$ cat config.mk
export PLATFORM = sky130hd
export DESIGN_NAME = trackball_peak_inertia_unit
export DESIGN_NICKNAME = d
export VERILOG_FILES = /design/src/sv/tpi_pkg.sv /design/src/sv/trackball_peak_inertia_unit.sv /design/src/sv/tpi_ctrl.sv /design/src/sv/tpi_datapath.sv
export SDC_FILE = /design/constraint.sdc
export NUM_CORES = 2
export LEC_CHECK = 0
export BUFFER_PORTS_ARGS = -buffer_cell sky130_fd_sc_hd__clkbuf_2
export CAP_MARGIN = 20
export CORE_UTILIZATION = 35
export CTS_BUF_LIST = sky130_fd_sc_hd__clkbuf_4
export CTS_CLUSTER_DIAMETER = 100
export DETAILED_ROUTE_END_ITERATION = 10
export HOLD_SLACK_MARGIN = 0.12
export PLACE_DENSITY = 0.59
export SLEW_MARGIN = 20
export SYNTH_ARGS = -nofsm -noshare
export SYNTH_HDL_FRONTEND = slang
export SYNTH_SLANG_ARGS = --single-unit
$ cat constraint.sdc
create_clock -name clk -period 23.3 [get_ports clk]
set_input_delay 2.33 -clock clk [delete_from_list [all_inputs] [get_ports clk]]
set_output_delay 2.33 -clock clk [all_outputs]
set_load 0.01 [all_outputs]
$ cat src/sv/tpi_pkg.sv
// Shared types, command codes and constants of the trackball glide block.
// Used by the controller, the datapath and the top level.
package tpi_pkg;

  localparam int FRAC_BITS_DEF = 8;
  localparam int CFG_IDX_W     = 3;
  localparam int CFG_DATA_W    = 8;

  // Datapath commands
  typedef logic [3:0] cmd_t;
  localparam cmd_t CMD_NONE = 4'd0;
  localparam cmd_t CMD_LOAD = 4'd1;
  localparam cmd_t CMD_CLR  = 4'd2;
  localparam cmd_t CMD_AVG  = 4'd3;
  localparam cmd_t CMD_FS   = 4'd4;
  localparam cmd_t CMD_FX   = 4'd5;
  localparam cmd_t CMD_FY   = 4'd6;
  localparam cmd_t CMD_PATH = 4'd7;
  localparam cmd_t CMD_KX   = 4'd8;
  localparam cmd_t CMD_KY   = 4'd9;
  localparam cmd_t CMD_DX   = 4'd10;
  localparam cmd_t CMD_DY   = 4'd11;
  localparam cmd_t CMD_FIN  = 4'd12;
  localparam cmd_t CMD_EMIT = 4'd13;

  // Status from datapath to controller
  typedef struct packed {
    logic key;
    logic btn;
    logic moving;
    logic coast;
    logic forget;
    logic glide_ok;
    logic out_free;
  } stat_t;

  // Action codes
  localparam logic [1:0] ACT_FRAME  = 2'd0;
  localparam logic [1:0] ACT_KEY    = 2'd1;
  localparam logic [1:0] ACT_TOGGLE = 2'd2;

  // Register indexes
  localparam logic [CFG_IDX_W-1:0] REG_PTR_PEAK  = 3'd0;
  localparam logic [CFG_IDX_W-1:0] REG_PTR_KICK  = 3'd1;
  localparam logic [CFG_IDX_W-1:0] REG_PTR_DECAY = 3'd2;
  localparam logic [CFG_IDX_W-1:0] REG_SCR_PEAK  = 3'd3;
  localparam logic [CFG_IDX_W-1:0] REG_SCR_KICK  = 3'd4;
  localparam logic [CFG_IDX_W-1:0] REG_SCR_DECAY = 3'd5;
  localparam logic [CFG_IDX_W-1:0] REG_ENABLE    = 3'd6;

  // Register reset values
  localparam logic [7:0] RST_PTR_PEAK  = 8'd6;
  localparam logic [7:0] RST_PTR_KICK  = 8'd140;
  localparam logic [7:0] RST_PTR_DECAY = 8'd240;
  localparam logic [7:0] RST_SCR_PEAK  = 8'd25;
  localparam logic [7:0] RST_SCR_KICK  = 8'd220;
  localparam logic [7:0] RST_SCR_DECAY = 8'd249;

  localparam logic [7:0] PEAK_FORGET = 8'd252;
  localparam logic [7:0] DECAY_MAX   = 8'd254;
  localparam logic [7:0] DECAY_FULL  = 8'd255;

endpackage

$ cat src/sv/trackball_peak_inertia_unit.sv
// Trackball glide block: top level joining the sequencer and the datapath.
// Depends on tpi_pkg, tpi_ctrl and tpi_datapath.
//
// Usage:
//  - in_*: one request per handshake, a sensor frame or a key event (tuser).
//  - out_*: exactly one result per request, in request order.
//  - cfg_*: register writes, accepted every cycle; write only while idle.
//  - Path: key events and button frames take the short path from acceptance
//    to the result register, a scroll frame that starts a glide takes the
//    long one. The long path is set by the
//    single shared multiplier (velocity times an 8-bit factor), one product
//    per cycle, up to seven products per frame.
//  - Throughput: one request in flight; in_tready is high only while the
//    sequencer is idle, so the next request waits until the result is loaded.
//  - Stall: a result waits in the output register while out_tready is low;
//    the next request is still accepted and stops before its result load.
//  - Reset (rst_n low, synchronous): trackers cleared, registers at their
//    defaults, no result pending.
module trackball_peak_inertia_unit #(
  parameter int FRAC_BITS = tpi_pkg::FRAC_BITS_DEF
) (
  input  logic                            clk,
  input  logic                            rst_n,
  input  logic                            in_tvalid,
  output logic                            in_tready,
  input  logic [31:0]                     in_tdata,  // move_x, move_y, scroll_h, scroll_v
  input  logic [3:0]                      in_tuser,  // action[1:0], scroll_mode, buttons_held
  output logic                            out_tvalid,
  input  logic                            out_tready,
  output logic [31:0]                     out_tdata, // out_x, out_y, out_h, out_v
  output logic [0:0]                      out_tuser, // gliding
  input  logic                            cfg_valid,
  output logic                            cfg_ready,
  input  logic [tpi_pkg::CFG_IDX_W-1:0]   cfg_index,
  input  logic [tpi_pkg::CFG_DATA_W-1:0]  cfg_data
);
  import tpi_pkg::*;

  cmd_t  cmd;
  stat_t stat;

  assign cfg_ready = 1'b1;

  tpi_ctrl u_ctrl (
    .clk       (clk),
    .rst_n     (rst_n),
    .in_tvalid (in_tvalid),
    .in_tready (in_tready),
    .stat      (stat),
    .cmd       (cmd)
  );

  tpi_datapath #(
    .FRAC_BITS (FRAC_BITS)
  ) u_dp (
    .clk        (clk),
    .rst_n      (rst_n),
    .cmd        (cmd),
    .stat       (stat),
    .in_tdata   (in_tdata),
    .in_tuser   (in_tuser),
    .out_tvalid (out_tvalid),
    .out_tready (out_tready),
    .out_tdata  (out_tdata),
    .out_tuser  (out_tuser),
    .cfg_valid  (cfg_valid),
    .cfg_index  (cfg_index),
    .cfg_data   (cfg_data)
  );

endmodule

$ cat src/sv/tpi_ctrl.sv
// Sequencer of the trackball glide block: steps the datapath through one request.
// Depends on tpi_pkg.
module tpi_ctrl (
  input  logic           clk,
  input  logic           rst_n,
  input  logic           in_tvalid,
  output logic           in_tready,
  input  tpi_pkg::stat_t stat,
  output tpi_pkg::cmd_t  cmd
);
  import tpi_pkg::*;

  localparam logic [3:0] S_IDLE = 4'd0;
  localparam logic [3:0] S_CLR  = 4'd1;
  localparam logic [3:0] S_AVG  = 4'd2;
  localparam logic [3:0] S_FS   = 4'd3;
  localparam logic [3:0] S_FX   = 4'd4;
  localparam logic [3:0] S_FY   = 4'd5;
  localparam logic [3:0] S_PATH = 4'd6;
  localparam logic [3:0] S_KX   = 4'd7;
  localparam logic [3:0] S_KY   = 4'd8;
  localparam logic [3:0] S_DX   = 4'd9;
  localparam logic [3:0] S_DY   = 4'd10;
  localparam logic [3:0] S_FIN  = 4'd11;
  localparam logic [3:0] S_EMIT = 4'd12;

  logic [3:0] state_r, state_nxt;

  assign in_tready = (state_r == S_IDLE);

  // Pick the command and the next step
  always_comb begin
    state_nxt = state_r;
    cmd       = CMD_NONE;
    case (state_r)
      S_IDLE: begin
        if (in_tvalid) begin
          cmd       = CMD_LOAD;
          state_nxt = S_CLR;
        end
      end
      S_CLR: begin
        cmd       = CMD_CLR;
        state_nxt = (stat.key || stat.btn) ? S_EMIT : S_AVG;
      end
      S_AVG: begin
        cmd       = CMD_AVG;
        state_nxt = stat.forget ? S_FS : S_PATH;
      end
      S_FS: begin
        cmd       = CMD_FS;
        state_nxt = S_FX;
      end
      S_FX: begin
        cmd       = CMD_FX;
        state_nxt = S_FY;
      end
      S_FY: begin
        cmd       = CMD_FY;
        state_nxt = S_PATH;
      end
      S_PATH: begin
        cmd = CMD_PATH;
        if (stat.moving) begin
          state_nxt = S_EMIT;
        end else if (stat.coast) begin
          state_nxt = S_DX;
        end else if (stat.glide_ok) begin
          state_nxt = S_KX;
        end else begin
          state_nxt = S_EMIT;
        end
      end
      S_KX: begin
        cmd       = CMD_KX;
        state_nxt = S_KY;
      end
      S_KY: begin
        cmd       = CMD_KY;
        state_nxt = S_DX;
      end
      S_DX: begin
        cmd       = CMD_DX;
        state_nxt = S_DY;
      end
      S_DY: begin
        cmd       = CMD_DY;
        state_nxt = S_FIN;
      end
      S_FIN: begin
        cmd       = CMD_FIN;
        state_nxt = S_EMIT;
      end
      S_EMIT: begin
        if (stat.out_free) begin
          cmd       = CMD_EMIT;
          state_nxt = S_IDLE;
        end
      end
      default: begin
        state_nxt = S_IDLE;
      end
    endcase
  end

  always_ff @(posedge clk) begin
    if (!rst_n) begin
      state_r <= S_IDLE;
    end else begin
      state_r <= state_nxt;
    end
  end

endmodule

$ cat src/sv/tpi_datapath.sv
// Datapath of the trackball glide block: trackers, config registers, shared
// multiplier and output register. Depends on tpi_pkg.
module tpi_datapath #(
  parameter int FRAC_BITS = tpi_pkg::FRAC_BITS_DEF
) (
  input  logic                            clk,
  input  logic                            rst_n,
  input  tpi_pkg::cmd_t                   cmd,
  output tpi_pkg::stat_t                  stat,
  input  logic [31:0]                     in_tdata,
  input  logic [3:0]                      in_tuser,
  output logic                            out_tvalid,
  input  logic                            out_tready,
  output logic [31:0]                     out_tdata,
  output logic [0:0]                      out_tuser,
  input  logic                            cfg_valid,
  input  logic [tpi_pkg::CFG_IDX_W-1:0]   cfg_index,
  input  logic [tpi_pkg::CFG_DATA_W-1:0]  cfg_data
);
  import tpi_pkg::*;

  localparam int F   = FRAC_BITS;
  localparam int VW  = F + 10;
  localparam int VW1 = VW + 1;
  localparam int SW  = VW + 4;
  localparam int PW  = VW + 9;
  localparam int TW  = VW + 8;
  localparam int QW  = VW1 - F;

  // Tracker state, index 0 pointer, index 1 scroll
  logic signed [VW-1:0] vx_r [2];
  logic signed [VW-1:0] vy_r [2];
  logic signed [VW-1:0] pvx_r [2];
  logic signed [VW-1:0] pvy_r [2];
  logic [VW-1:0]        pk_r [2];
  logic [F-1:0]         rx_r [2];
  logic [F-1:0]         ry_r [2];
  logic [1:0]           cst_r;
  logic                 prev_r;
  logic                 flip_r;

  // Config registers
  logic [7:0] ppk_r, pkick_r, pdec_r, spk_r, skick_r, sdec_r;
  logic       en_r;

  // Latched request and working result
  logic [1:0]        act_r;
  logic              scr_r, btn_r;
  logic signed [7:0] mx_r, my_r, sh_r, sv_r;
  logic [7:0]        res_x_r, res_y_r, res_h_r, res_v_r;
  logic              res_gl_r;

  // Output register
  logic        out_vld_r;
  logic [31:0] out_data_r;
  logic        out_gl_r;

  function automatic logic [VW:0] absv(input logic signed [VW-1:0] v);
    logic signed [VW:0] w;
    w = VW1'(v);
    absv = w[VW] ? -w : w;
  endfunction

  logic                 t;
  logic signed [VW-1:0] cvx, cvy;
  logic                 ptr_mov, scr_mov, moving, upd;
  logic signed [VW:0]   px, py, ptx, pty;
  logic signed [SW-1:0] qsx, qsy, qtx, qty;
  logic signed [VW-1:0] nvx, nvy;
  logic [VW:0]          nmag, vmag, ptr_thr, stop_thr;
  logic                 bigger, below, stopped;
  logic [TW-1:0]        pk100, scr_thr;
  logic signed [VW-1:0] mul_a;
  logic [7:0]           mul_b;
  logic signed [PW-1:0] prod;
  logic signed [VW-1:0] mres;
  logic signed [VW:0]   rsx, rsy;
  logic signed [QW-1:0] qx, qy;
  logic [7:0]           cx, cy;
  logic                 key_clr, frame_clr, p_clr, path_clr, fin_clr, cfg_clr;
  logic [1:0]           clr;

  assign t   = scr_r;
  assign cvx = vx_r[t];
  assign cvy = vy_r[t];

  assign ptr_mov = (mx_r != 8'sd0) || (my_r != 8'sd0);
  assign scr_mov = (sh_r != 8'sd0) || (sv_r != 8'sd0);
  assign moving  = scr_r ? scr_mov : ptr_mov;
  assign upd     = scr_r ? !cst_r[1] : ptr_mov;

  // Velocity averaging: pointer by halves, scroll by 15/16, truncating toward zero
  always_comb begin
    px  = VW1'(cvx) + (VW1'(mx_r) <<< F);
    py  = VW1'(cvy) + (VW1'(my_r) <<< F);
    ptx = (px + (px[VW] ? VW1'(1) : VW1'(0))) >>> 1;
    pty = (py + (py[VW] ? VW1'(1) : VW1'(0))) >>> 1;
    qsx = (SW'(cvx) <<< 4) - SW'(cvx) + (SW'(sh_r) <<< F);
    qsy = (SW'(cvy) <<< 4) - SW'(cvy) + (SW'(sv_r) <<< F);
    qtx = (qsx + (qsx[SW-1] ? SW'(15) : SW'(0))) >>> 4;
    qty = (qsy + (qsy[SW-1] ? SW'(15) : SW'(0))) >>> 4;
    if (scr_r) begin
      nvx = qtx[VW-1:0];
      nvy = qty[VW-1:0];
    end else begin
      nvx = ptx[VW-1:0];
      nvy = pty[VW-1:0];
    end
  end

  assign nmag   = absv(nvx) + absv(nvy);
  assign bigger = nmag > VW1'(pk_r[t]);

  // Glide start threshold; scroll threshold is the register in 1/100 step, floored
  assign ptr_thr = VW1'(ppk_r) << F;
  assign pk100   = (TW'(pk_r[t]) << 6) + (TW'(pk_r[t]) << 5) + (TW'(pk_r[t]) << 2);
  assign scr_thr = TW'(spk_r) << F;
  assign below   = scr_r ? ((pk100 + TW'(100)) <= scr_thr) : (VW1'(pk_r[t]) < ptr_thr);

  // Shared multiplier, scaled back by 1/256 with floor
  always_comb begin
    mul_a = cvx;
    mul_b = PEAK_FORGET;
    case (cmd)
      CMD_FS: mul_a = $signed(pk_r[t]);
      CMD_FX: mul_a = pvx_r[t];
      CMD_FY: mul_a = pvy_r[t];
      CMD_KX: begin
        mul_a = pvx_r[t];
        mul_b = scr_r ? skick_r : pkick_r;
      end
      CMD_KY: begin
        mul_a = pvy_r[t];
        mul_b = scr_r ? skick_r : pkick_r;
      end
      CMD_DX: begin
        mul_a = cvx;
        mul_b = scr_r ? sdec_r : pdec_r;
      end
      CMD_DY: begin
        mul_a = cvy;
        mul_b = scr_r ? sdec_r : pdec_r;
      end
      default: begin
        mul_a = cvx;
      end
    endcase
  end

  assign prod = PW'(mul_a) * PW'($signed({1'b0, mul_b}));
  assign mres = prod[VW+7:8];

  // Glide position step and stop test
  assign vmag     = absv(cvx) + absv(cvy);
  assign stop_thr = scr_r ? (VW1'(1) << (F - 4)) : (VW1'(1) << (F - 1));
  assign stopped  = vmag < stop_thr;
  assign rsx      = $signed(VW1'(rx_r[t])) + VW1'(cvx);
  assign rsy      = $signed(VW1'(ry_r[t])) + VW1'(cvy);
  assign qx       = rsx[VW:F];
  assign qy       = rsy[VW:F];

  always_comb begin
    cx = qx[7:0];
    cy = qy[7:0];
    if (qx > QW'(127)) cx = 8'sd127;
    if (qx < QW'(-127)) cx = -8'sd127;
    if (qy > QW'(127)) cy = 8'sd127;
    if (qy < QW'(-127)) cy = -8'sd127;
  end

  // Tracker clears
  assign key_clr   = (cmd == CMD_CLR) && ((act_r == ACT_KEY) || (act_r == ACT_TOGGLE));
  assign frame_clr = (cmd == CMD_CLR) && (act_r == ACT_FRAME) &&
                     ((scr_r != prev_r) || btn_r);
  assign p_clr     = (cmd == CMD_CLR) && (act_r == ACT_FRAME) && !scr_r && ptr_mov &&
                     cst_r[0];
  assign path_clr  = (cmd == CMD_PATH) && !moving && !cst_r[t] &&
                     !((en_r ^ flip_r) && !below);
  assign fin_clr   = (cmd == CMD_FIN) && stopped;
  assign cfg_clr   = cfg_valid && (cfg_index <= REG_ENABLE);

  always_comb begin
    for (int i = 0; i < 2; i++) begin
      clr[i] = key_clr || frame_clr || cfg_clr ||
               ((path_clr || fin_clr) && (t == i[0])) || (p_clr && (i == 0));
    end
  end

  // Status to controller
  assign stat.key      = (act_r != ACT_FRAME);
  assign stat.btn      = btn_r;
  assign stat.moving   = moving;
  assign stat.coast    = cst_r[t];
  assign stat.forget   = upd && !bigger;
  assign stat.glide_ok = (en_r ^ flip_r) && !below;
  assign stat.out_free = !out_vld_r || out_tready;

  // Tracker and mode state
  always_ff @(posedge clk) begin
    if (!rst_n) begin
      for (int i = 0; i < 2; i++) begin
        vx_r[i]  <= '0;
        vy_r[i]  <= '0;
        pvx_r[i] <= '0;
        pvy_r[i] <= '0;
        pk_r[i]  <= '0;
        rx_r[i]  <= '0;
        ry_r[i]  <= '0;
      end
      cst_r  <= '0;
      prev_r <= 1'b0;
      flip_r <= 1'b0;
    end else begin
      case (cmd)
        CMD_CLR: begin
          if (act_r == ACT_TOGGLE) flip_r <= !flip_r;
          if (act_r == ACT_FRAME) prev_r <= scr_r;
        end
        CMD_AVG: begin
          if (upd) begin
            vx_r[t] <= nvx;
            vy_r[t] <= nvy;
            if (bigger) begin
              pk_r[t]  <= nmag[VW-1:0];
              pvx_r[t] <= nvx;
              pvy_r[t] <= nvy;
            end
          end
        end
        CMD_FS: pk_r[t]  <= mres;
        CMD_FX: pvx_r[t] <= mres;
        CMD_FY: pvy_r[t] <= mres;
        CMD_PATH: begin
          if (moving) begin
            cst_r[t] <= 1'b0;
            rx_r[t]  <= '0;
            ry_r[t]  <= '0;
          end
        end
        CMD_KX: vx_r[t] <= mres;
        CMD_KY: begin
          vy_r[t]  <= mres;
          pk_r[t]  <= '0;
          pvx_r[t] <= '0;
          pvy_r[t] <= '0;
          rx_r[t]  <= '0;
          ry_r[t]  <= '0;
          cst_r[t] <= 1'b1;
        end
        CMD_DX: vx_r[t] <= mres;
        CMD_DY: vy_r[t] <= mres;
        CMD_FIN: begin
          rx_r[t] <= rsx[F-1:0];
          ry_r[t] <= rsy[F-1:0];
        end
        default: begin
        end
      endcase
      if (cfg_valid && (cfg_index == REG_ENABLE)) flip_r <= 1'b0;
      for (int i = 0; i < 2; i++) begin
        if (clr[i]) begin
          vx_r[i]  <= '0;
          vy_r[i]  <= '0;
          pvx_r[i] <= '0;
          pvy_r[i] <= '0;
          pk_r[i]  <= '0;
          rx_r[i]  <= '0;
          ry_r[i]  <= '0;
          cst_r[i] <= 1'b0;
        end
      end
    end
  end

  // Config registers: zero leaves a threshold or factor unchanged
  always_ff @(posedge clk) begin
    if (!rst_n) begin
      ppk_r   <= RST_PTR_PEAK;
      pkick_r <= RST_PTR_KICK;
      pdec_r  <= RST_PTR_DECAY;
      spk_r   <= RST_SCR_PEAK;
      skick_r <= RST_SCR_KICK;
      sdec_r  <= RST_SCR_DECAY;
      en_r    <= 1'b1;
    end else if (cfg_valid) begin
      case (cfg_index)
        REG_PTR_PEAK:  if (cfg_data != 8'd0) ppk_r <= cfg_data;
        REG_PTR_KICK:  if (cfg_data != 8'd0) pkick_r <= cfg_data;
        REG_PTR_DECAY: if (cfg_data != 8'd0) begin
          pdec_r <= (cfg_data == DECAY_FULL) ? DECAY_MAX : cfg_data;
        end
        REG_SCR_PEAK:  if (cfg_data != 8'd0) spk_r <= cfg_data;
        REG_SCR_KICK:  if (cfg_data != 8'd0) skick_r <= cfg_data;
        REG_SCR_DECAY: if (cfg_data != 8'd0) begin
          sdec_r <= (cfg_data == DECAY_FULL) ? DECAY_MAX : cfg_data;
        end
        REG_ENABLE:    en_r <= cfg_data[0];
        default: begin
        end
      endcase
    end
  end

  // Request latch and working result
  always_ff @(posedge clk) begin
    case (cmd)
      CMD_LOAD: begin
        act_r    <= in_tuser[1:0];
        scr_r    <= in_tuser[2];
        btn_r    <= in_tuser[3];
        mx_r     <= in_tdata[7:0];
        my_r     <= in_tdata[15:8];
        sh_r     <= in_tdata[23:16];
        sv_r     <= in_tdata[31:24];
        res_x_r  <= in_tdata[7:0];
        res_y_r  <= in_tdata[15:8];
        res_h_r  <= in_tdata[23:16];
        res_v_r  <= in_tdata[31:24];
        res_gl_r <= 1'b0;
      end
      CMD_CLR: begin
        if (act_r != ACT_FRAME) begin
          res_x_r <= '0;
          res_y_r <= '0;
          res_h_r <= '0;
          res_v_r <= '0;
        end
      end
      CMD_FIN: begin
        if (!stopped) begin
          res_gl_r <= 1'b1;
          if (scr_r) begin
            res_h_r <= cx;
            res_v_r <= cy;
          end else begin
            res_x_r <= cx;
            res_y_r <= cy;
          end
        end
      end
      default: begin
      end
    endcase
  end

  // Output register: hold until taken
  always_ff @(posedge clk) begin
    if (!rst_n) begin
      out_vld_r <= 1'b0;
    end else if (cmd == CMD_EMIT) begin
      out_vld_r <= 1'b1;
    end else if (out_tready) begin
      out_vld_r <= 1'b0;
    end
  end

  always_ff @(posedge clk) begin
    if (cmd == CMD_EMIT) begin
      out_data_r <= {res_v_r, res_h_r, res_y_r, res_x_r};
      out_gl_r   <= res_gl_r;
    end
  end

  assign out_tvalid   = out_vld_r;
  assign out_tdata    = out_data_r;
  assign out_tuser[0] = out_gl_r;

endmodule

### Word-level counts from Yosys, hierarchy flattened

Memory sizes are Yosys's and may differ from the RTL's. A register that Yosys moved wholly into a read port is not among the register bits.
Cells that the tools add are included.

* mux-type cells: 157
* order comparisons: 11
* bitwise logic cells: 160
* multipliers: 1
* equality and inequality tests: 84
* reductions and logical operators: 79
* add/subtract/negate cells: 21

Operator list (count)
* 18-bit 2-to-1 mux: 27
* 8-bit 2-to-1 mux: 27
* 4-bit one-hot mux with 13 select lines: 2
* 8-bit one-hot mux with 3 select lines: 4
* 18-bit OR reduction: 5
* 1-bit bitwise AND: 84
* 1-bit 2-to-1 mux: 77
* 19-bit adder: 4
* 19-bit 2-to-1 mux: 4
* 18-bit negator with 19-bit output: 4
* 18-bit one-hot mux with 4 select lines: 1
* 22-bit by 16-bit adder with 22-bit output: 2
* 22-bit adder: 2
* 4-bit == test, second input constant: 11
* 1-bit NOT: 44
* 22-bit by 18-bit subtractor with 22-bit output: 2
* 1-bit == test, second input constant: 42
* 8-bit nonzero test: 5
* 18-bit by 16-bit adder with 19-bit output: 2
* 9-bit by 18-bit adder with 19-bit output: 2
* 4-bit 2-to-1 mux: 9
* 4-bit by 3-bit == test with 1-bit output, second input constant: 8
* 1-bit bitwise OR: 28
* 26-bit by 20-bit adder with 26-bit output: 1
* 46 further kinds: 116

* memory bits (writable): 212
* output and inout port bits: 36
* logic and storage cells: 547
* memories: 7
* register bits after elaboration: 160
* bits of input ports: 52

Memory list
* u_dp.pk_r: words 2, bits a word 18, read ports 1, clocked after memory_dff 1, wr ports 2, RTL line tpi_datapath.sv:35 `logic [VW-1:0] pk_r [2];`
* u_dp.pvx_r: words 2, bits a word 18, read ports 1, clocked after memory_dff 1, wr ports 2, RTL line tpi_datapath.sv:33 `logic signed [VW-1:0] pvx_r [2];`
* u_dp.pvy_r: words 2, bits a word 18, read ports 1, clocked after memory_dff 1, wr ports 2, RTL line tpi_datapath.sv:34 `logic signed [VW-1:0] pvy_r [2];`
* u_dp.vx_r: words 2, bits a word 18, read ports 1, clocked after memory_dff 1, wr ports 2, RTL line tpi_datapath.sv:31 `logic signed [VW-1:0] vx_r [2];`
* u_dp.vy_r: words 2, bits a word 18, read ports 1, clocked after memory_dff 1, wr ports 2, RTL line tpi_datapath.sv:32 `logic signed [VW-1:0] vy_r [2];`
* u_dp.rx_r: words 2, bits a word 8, read ports 1, clocked after memory_dff 1, wr ports 2, RTL line tpi_datapath.sv:36 `logic [F-1:0] rx_r [2];`
* 1 more memories

### Logic depth before layout (Yosys ltp)

* depth after elaboration: 24
* mapped depth: 45
* gate-level depth less buffers: 38

### Modules after synthesis

Synthesis repeated with hierarchy kept, for this count alone.

* cell total of the unflattened synthesis: 3766
* area total of the unflattened synthesis: 34250.3 um^2

Modules (own cells, without submodules)
* tpi_datapath: cells each 3709, area an instance 33812.4 um^2, seq. area each 10530.1 um^2, times used 1
* tpi_ctrl: cells each 55, area an instance 426.7 um^2, seq. area each 80.1 um^2, times used 1
* trackball_peak_inertia_unit: cells each 2, area an instance 11.3 um^2, seq. area each 0.0 um^2, times used 1

### Worst setup path after synthesis

Ideal clock, no wire load.

* path type: register to register
* from: register (tool-made name)
* to: memory u_dp.pk_r[0][0] (netlist bit) (enable)
* path slack: 12.366 ns
* required time: 22.925 ns
* buffers on the path: 7
* data arrival time: 10.559 ns
* library setup time: 0.375 ns
* cell stages (with the launch flop): 42
* period minus slack after synthesis: 10.934 ns
* cell sequence: dfxtp_1 buf_6 buf_4 buf_4 buf_2 mux2i_1 inv_1 fa_1 inv_1 ha_1 buf_2 a21oi_1 o21ai_1 or3_1 or4b_2 o211ai_2 nand4b_2 or4_4 [6 not listed] a21oi_1 o211ai_1 a31o_2 a31oi_1 a21oi_1 o31ai_1 nor2b_1 xnor2_1 ha_1 nand3_1 nor2_1 o21ai_0 a211oi_1 o21ai_0 a21oi_1 o2111ai_4 buf_2 nand2_1

RTL lines (RTL line)
* end, declared: tpi_datapath.sv:35

==> summary.txt <==
Placed design
  – Placer congestion estimate: 0.943
  – PortBufs: 86
  – Area after DPL: 37100 um^2
  – HPWL after DPL: 91.7 mm

Yosys
  – Post-synthesis cell count: 3822
  – Asr flop ratio synth: 0%
  – Post-synth EDFFs: 314
  – Syn avg cell area: 9.12 um^2
  – Post-Syn Area: 34900 um^2
  – Sequential area share after synthesis: 30.4%
  – Yosys cell types: 113
  – Synth Flop Type: edfxtp_1
  – Flops & latches, synth: 373
  – Synth Net Count: 4273
  – Area leader, netlist: edfxtp_1
  – Top-area cell type share of the netlist area: 27.0%
  – Area contributors post-synth: edfxtp_1 27%, ha_1 9.2%, fa_1 8.2%
  – YS warnings: 0

GRT
  – GR Util All Layers: 23.0%
  – Number of global-route vias before repair: 28760
  – First-pass GRT wire length: 177 mm
  – Initial antenna violation count: 6
  – Pin count of the biggest net entering global routing: 90
  – Gr ovfl total: 0

Timing
  – # setup viols final: 0
  – Final min period: 12.28 ns
  – Final setup skew: 0.102 ns
  – Final Max Slew Viols: 0
  – Slew headroom: 13.5%
  – Worst Tran Pin Value: 1.26 ns
  – Final period util: 52.7%
  – RSZ-0062 raised after global routing: no
  – Hold Vio Cnt, Final: 0
  – Max Freq: 0.0814 GHz
  – TNS Setup: 0 ns

Clock tree
  – Worst skew pair latency: 0.93 ns
  – Hold_buf cts: 0
  – Post-CTS Setup Inserts: 0
  – Sink Count: 373
  – Clock Pin Slew Worst Setup and Hold Paths: 0.08 ns
  – Number of buffers created by CTS: 97
  – Post-cts sizing count: 0
  – CTS Root Cell: clkbuf_4
  – CTS tree: yes
  – Bufs on Longest Clock Path: 3
  – H-tree levels: 3

Detailed routing
  – Initial DRC count: 2661
  – DRC: 0
  – Vias post-DR: 30197
  – Via-to-Cell Ratio: 5.68
  – WL final: 119 mm
  – WL per Instance: 22.4 um
  – TritonRoute pass-1 iters: 5
  – Post-route ant nets: 0

Final layout
  – # fillers: 9884
  – Area grow syn2layout: 10.1%
  – Fin area: 38400 um^2
  – Share of cells above drive strength 1: 11.7%
  – Commonest non-fill, non-tap cell in the layout: nor2_1
  – Most frequent cells in the layout: 487 x nor2_1, 341 x inv_1, 314 x edfxtp_1, 256 x ha_1, 233 x nand2_1
  – Final net count: 4401

Die
  – Starting Density: 35.4%
  – Die W: 318 um
  – Area of the core: 98600 um^2
  – Die H: 318 um
  – Core Rows: 115
  – Ports: 88
  – Die area: 101000 um^2

Worst setup path
  – Crit end category: flip-flop
  – CP peak stage delay: 0.74 ns
  – Most numerous cell on the critical path: a21oi_1
  – Crit path launch type: flip-flop
  – Crit Path Category: reg -> reg
  – Max stage delay cell, worst path: dfxtp_4
  – Crit path arrival time: 12.65 ns
  – Max FO, Critical Path: 51
  – Req. time, crit path: 23.66 ns

Run
  – Maxcap violations: 0

Worst hold path
  – Hold Path Class: reg -> reg

Run status
  – Status: completed
-- layout make-up --
| type | count | area [um^2] | area share, % |
|---|---|---|---|
| Inverter | 352 | 1320 | 3.45 |
| Timing Repair Buffer | 173 | 1100 | 2.86 |
| Antenna cell | 3 | 7.51 | 0.0196 |
| Clock buffer | 135 | 1010 | 2.64 |
| Tap cell | 1287 | 1610 | 4.20 |
| Clock inverter | 37 | 298 | 0.776 |
| Sequential cell | 373 | 10600 | 27.7 |
| Multi-Input combinational cell | 2953 | 22400 | 58.4 |
-- cells by family after synthesis --
logic type | Yosys count | share of synthesized area, %
AND/OR/NAND/NOR | 1271 | 17.9
AO/OA/AOI/OAI | 860 | 17.2
buffers and inverters | 496 | 5.57
adder cells (fa/ha/maj) | 399 | 17.4
flip-flops | 373 | 30.4
XOR/XNOR | 229 | 5.75
multiplexers | 193 | 5.73
other | 1 | 0.0108
-- sequential cells by signal, summed over array words and instances (netlist names), 16 cells and up, named ones only --
| register | cells |
|---|---|
| u_dp.pk_r | 36 |
| u_dp.pvx_r | 36 |
| u_dp.pvy_r | 36 |
| u_dp.vx_r | 36 |
| u_dp.vy_r | 36 |
| u_dp.out_tdata | 32 |
| u_dp.rx_r | 16 |
| u_dp.ry_r | 16 |
-- synth_stat cells (all sizes together), types with 74 or more instances --
cell type / count
a21o: 79
a21oi: 203
clkbuf: 103
edfxtp: 314
fa: 143
ha: 256
inv: 347
mux2i: 156
nand2: 233
nand2b: 74
nand3: 78
nor2: 488
nor3: 92
o21ai: 133
xnor2: 163
-- worst paths after layout --
path | slack (ns) | cells past startpoint | start | end
worst max-delay path | 11.02 | 37 | flip-flop | u_dp.pk_r[0][7]
worst min register to register | 0.42 | 0 | u_dp.res_y_r[6] | u_dp.out_tdata[14]
worst min-delay path | 0.42 | 0 | u_dp.res_y_r[6] | u_dp.out_tdata[14]
worst max register to register | 11.02 | 37 | flip-flop | u_dp.pk_r[0][7]
-- layer usage --
layer,vias up,global-route usage [%],part of all wire [%]
li1,14067,-,-
met1,14729,30.5,43
met2,1149,37.4,46
met3,246,3.40,6.8
met4,6,9.60,4.0
met5,-,0,0.036
-- metrics by stage --
step	std cells	hold WS (ns)	setup slack, ns	utilization, %
final	5313	0.416	11.02	38.9
after global placement	5137	0.403	11.45	37.6
after detailed placement	5138	0.405	11.24	37.6
after floorplan	3822	0.400	12.37	-
after global routing	5312	0.426	10.20	38.9
after CTS	5310	0.412	11.17	38.9
-- critical path: cells and delay by family (launching register included) --
kind                       cells  cell delay [ns]
xor gates and xnor gates       1             0.17
adders and majority gates      4             1.87
buffers and inverters          5             1.57
muxes                          1             0.27
AOI/OAI and AO/OA             17             4.55
DFF                            1             0.74
and+or+nand+nor                9             2.52
Power is left out: the tool's default activity adds up to more than one toggle a clock period on the data nets, which glitch-free logic cannot reach.
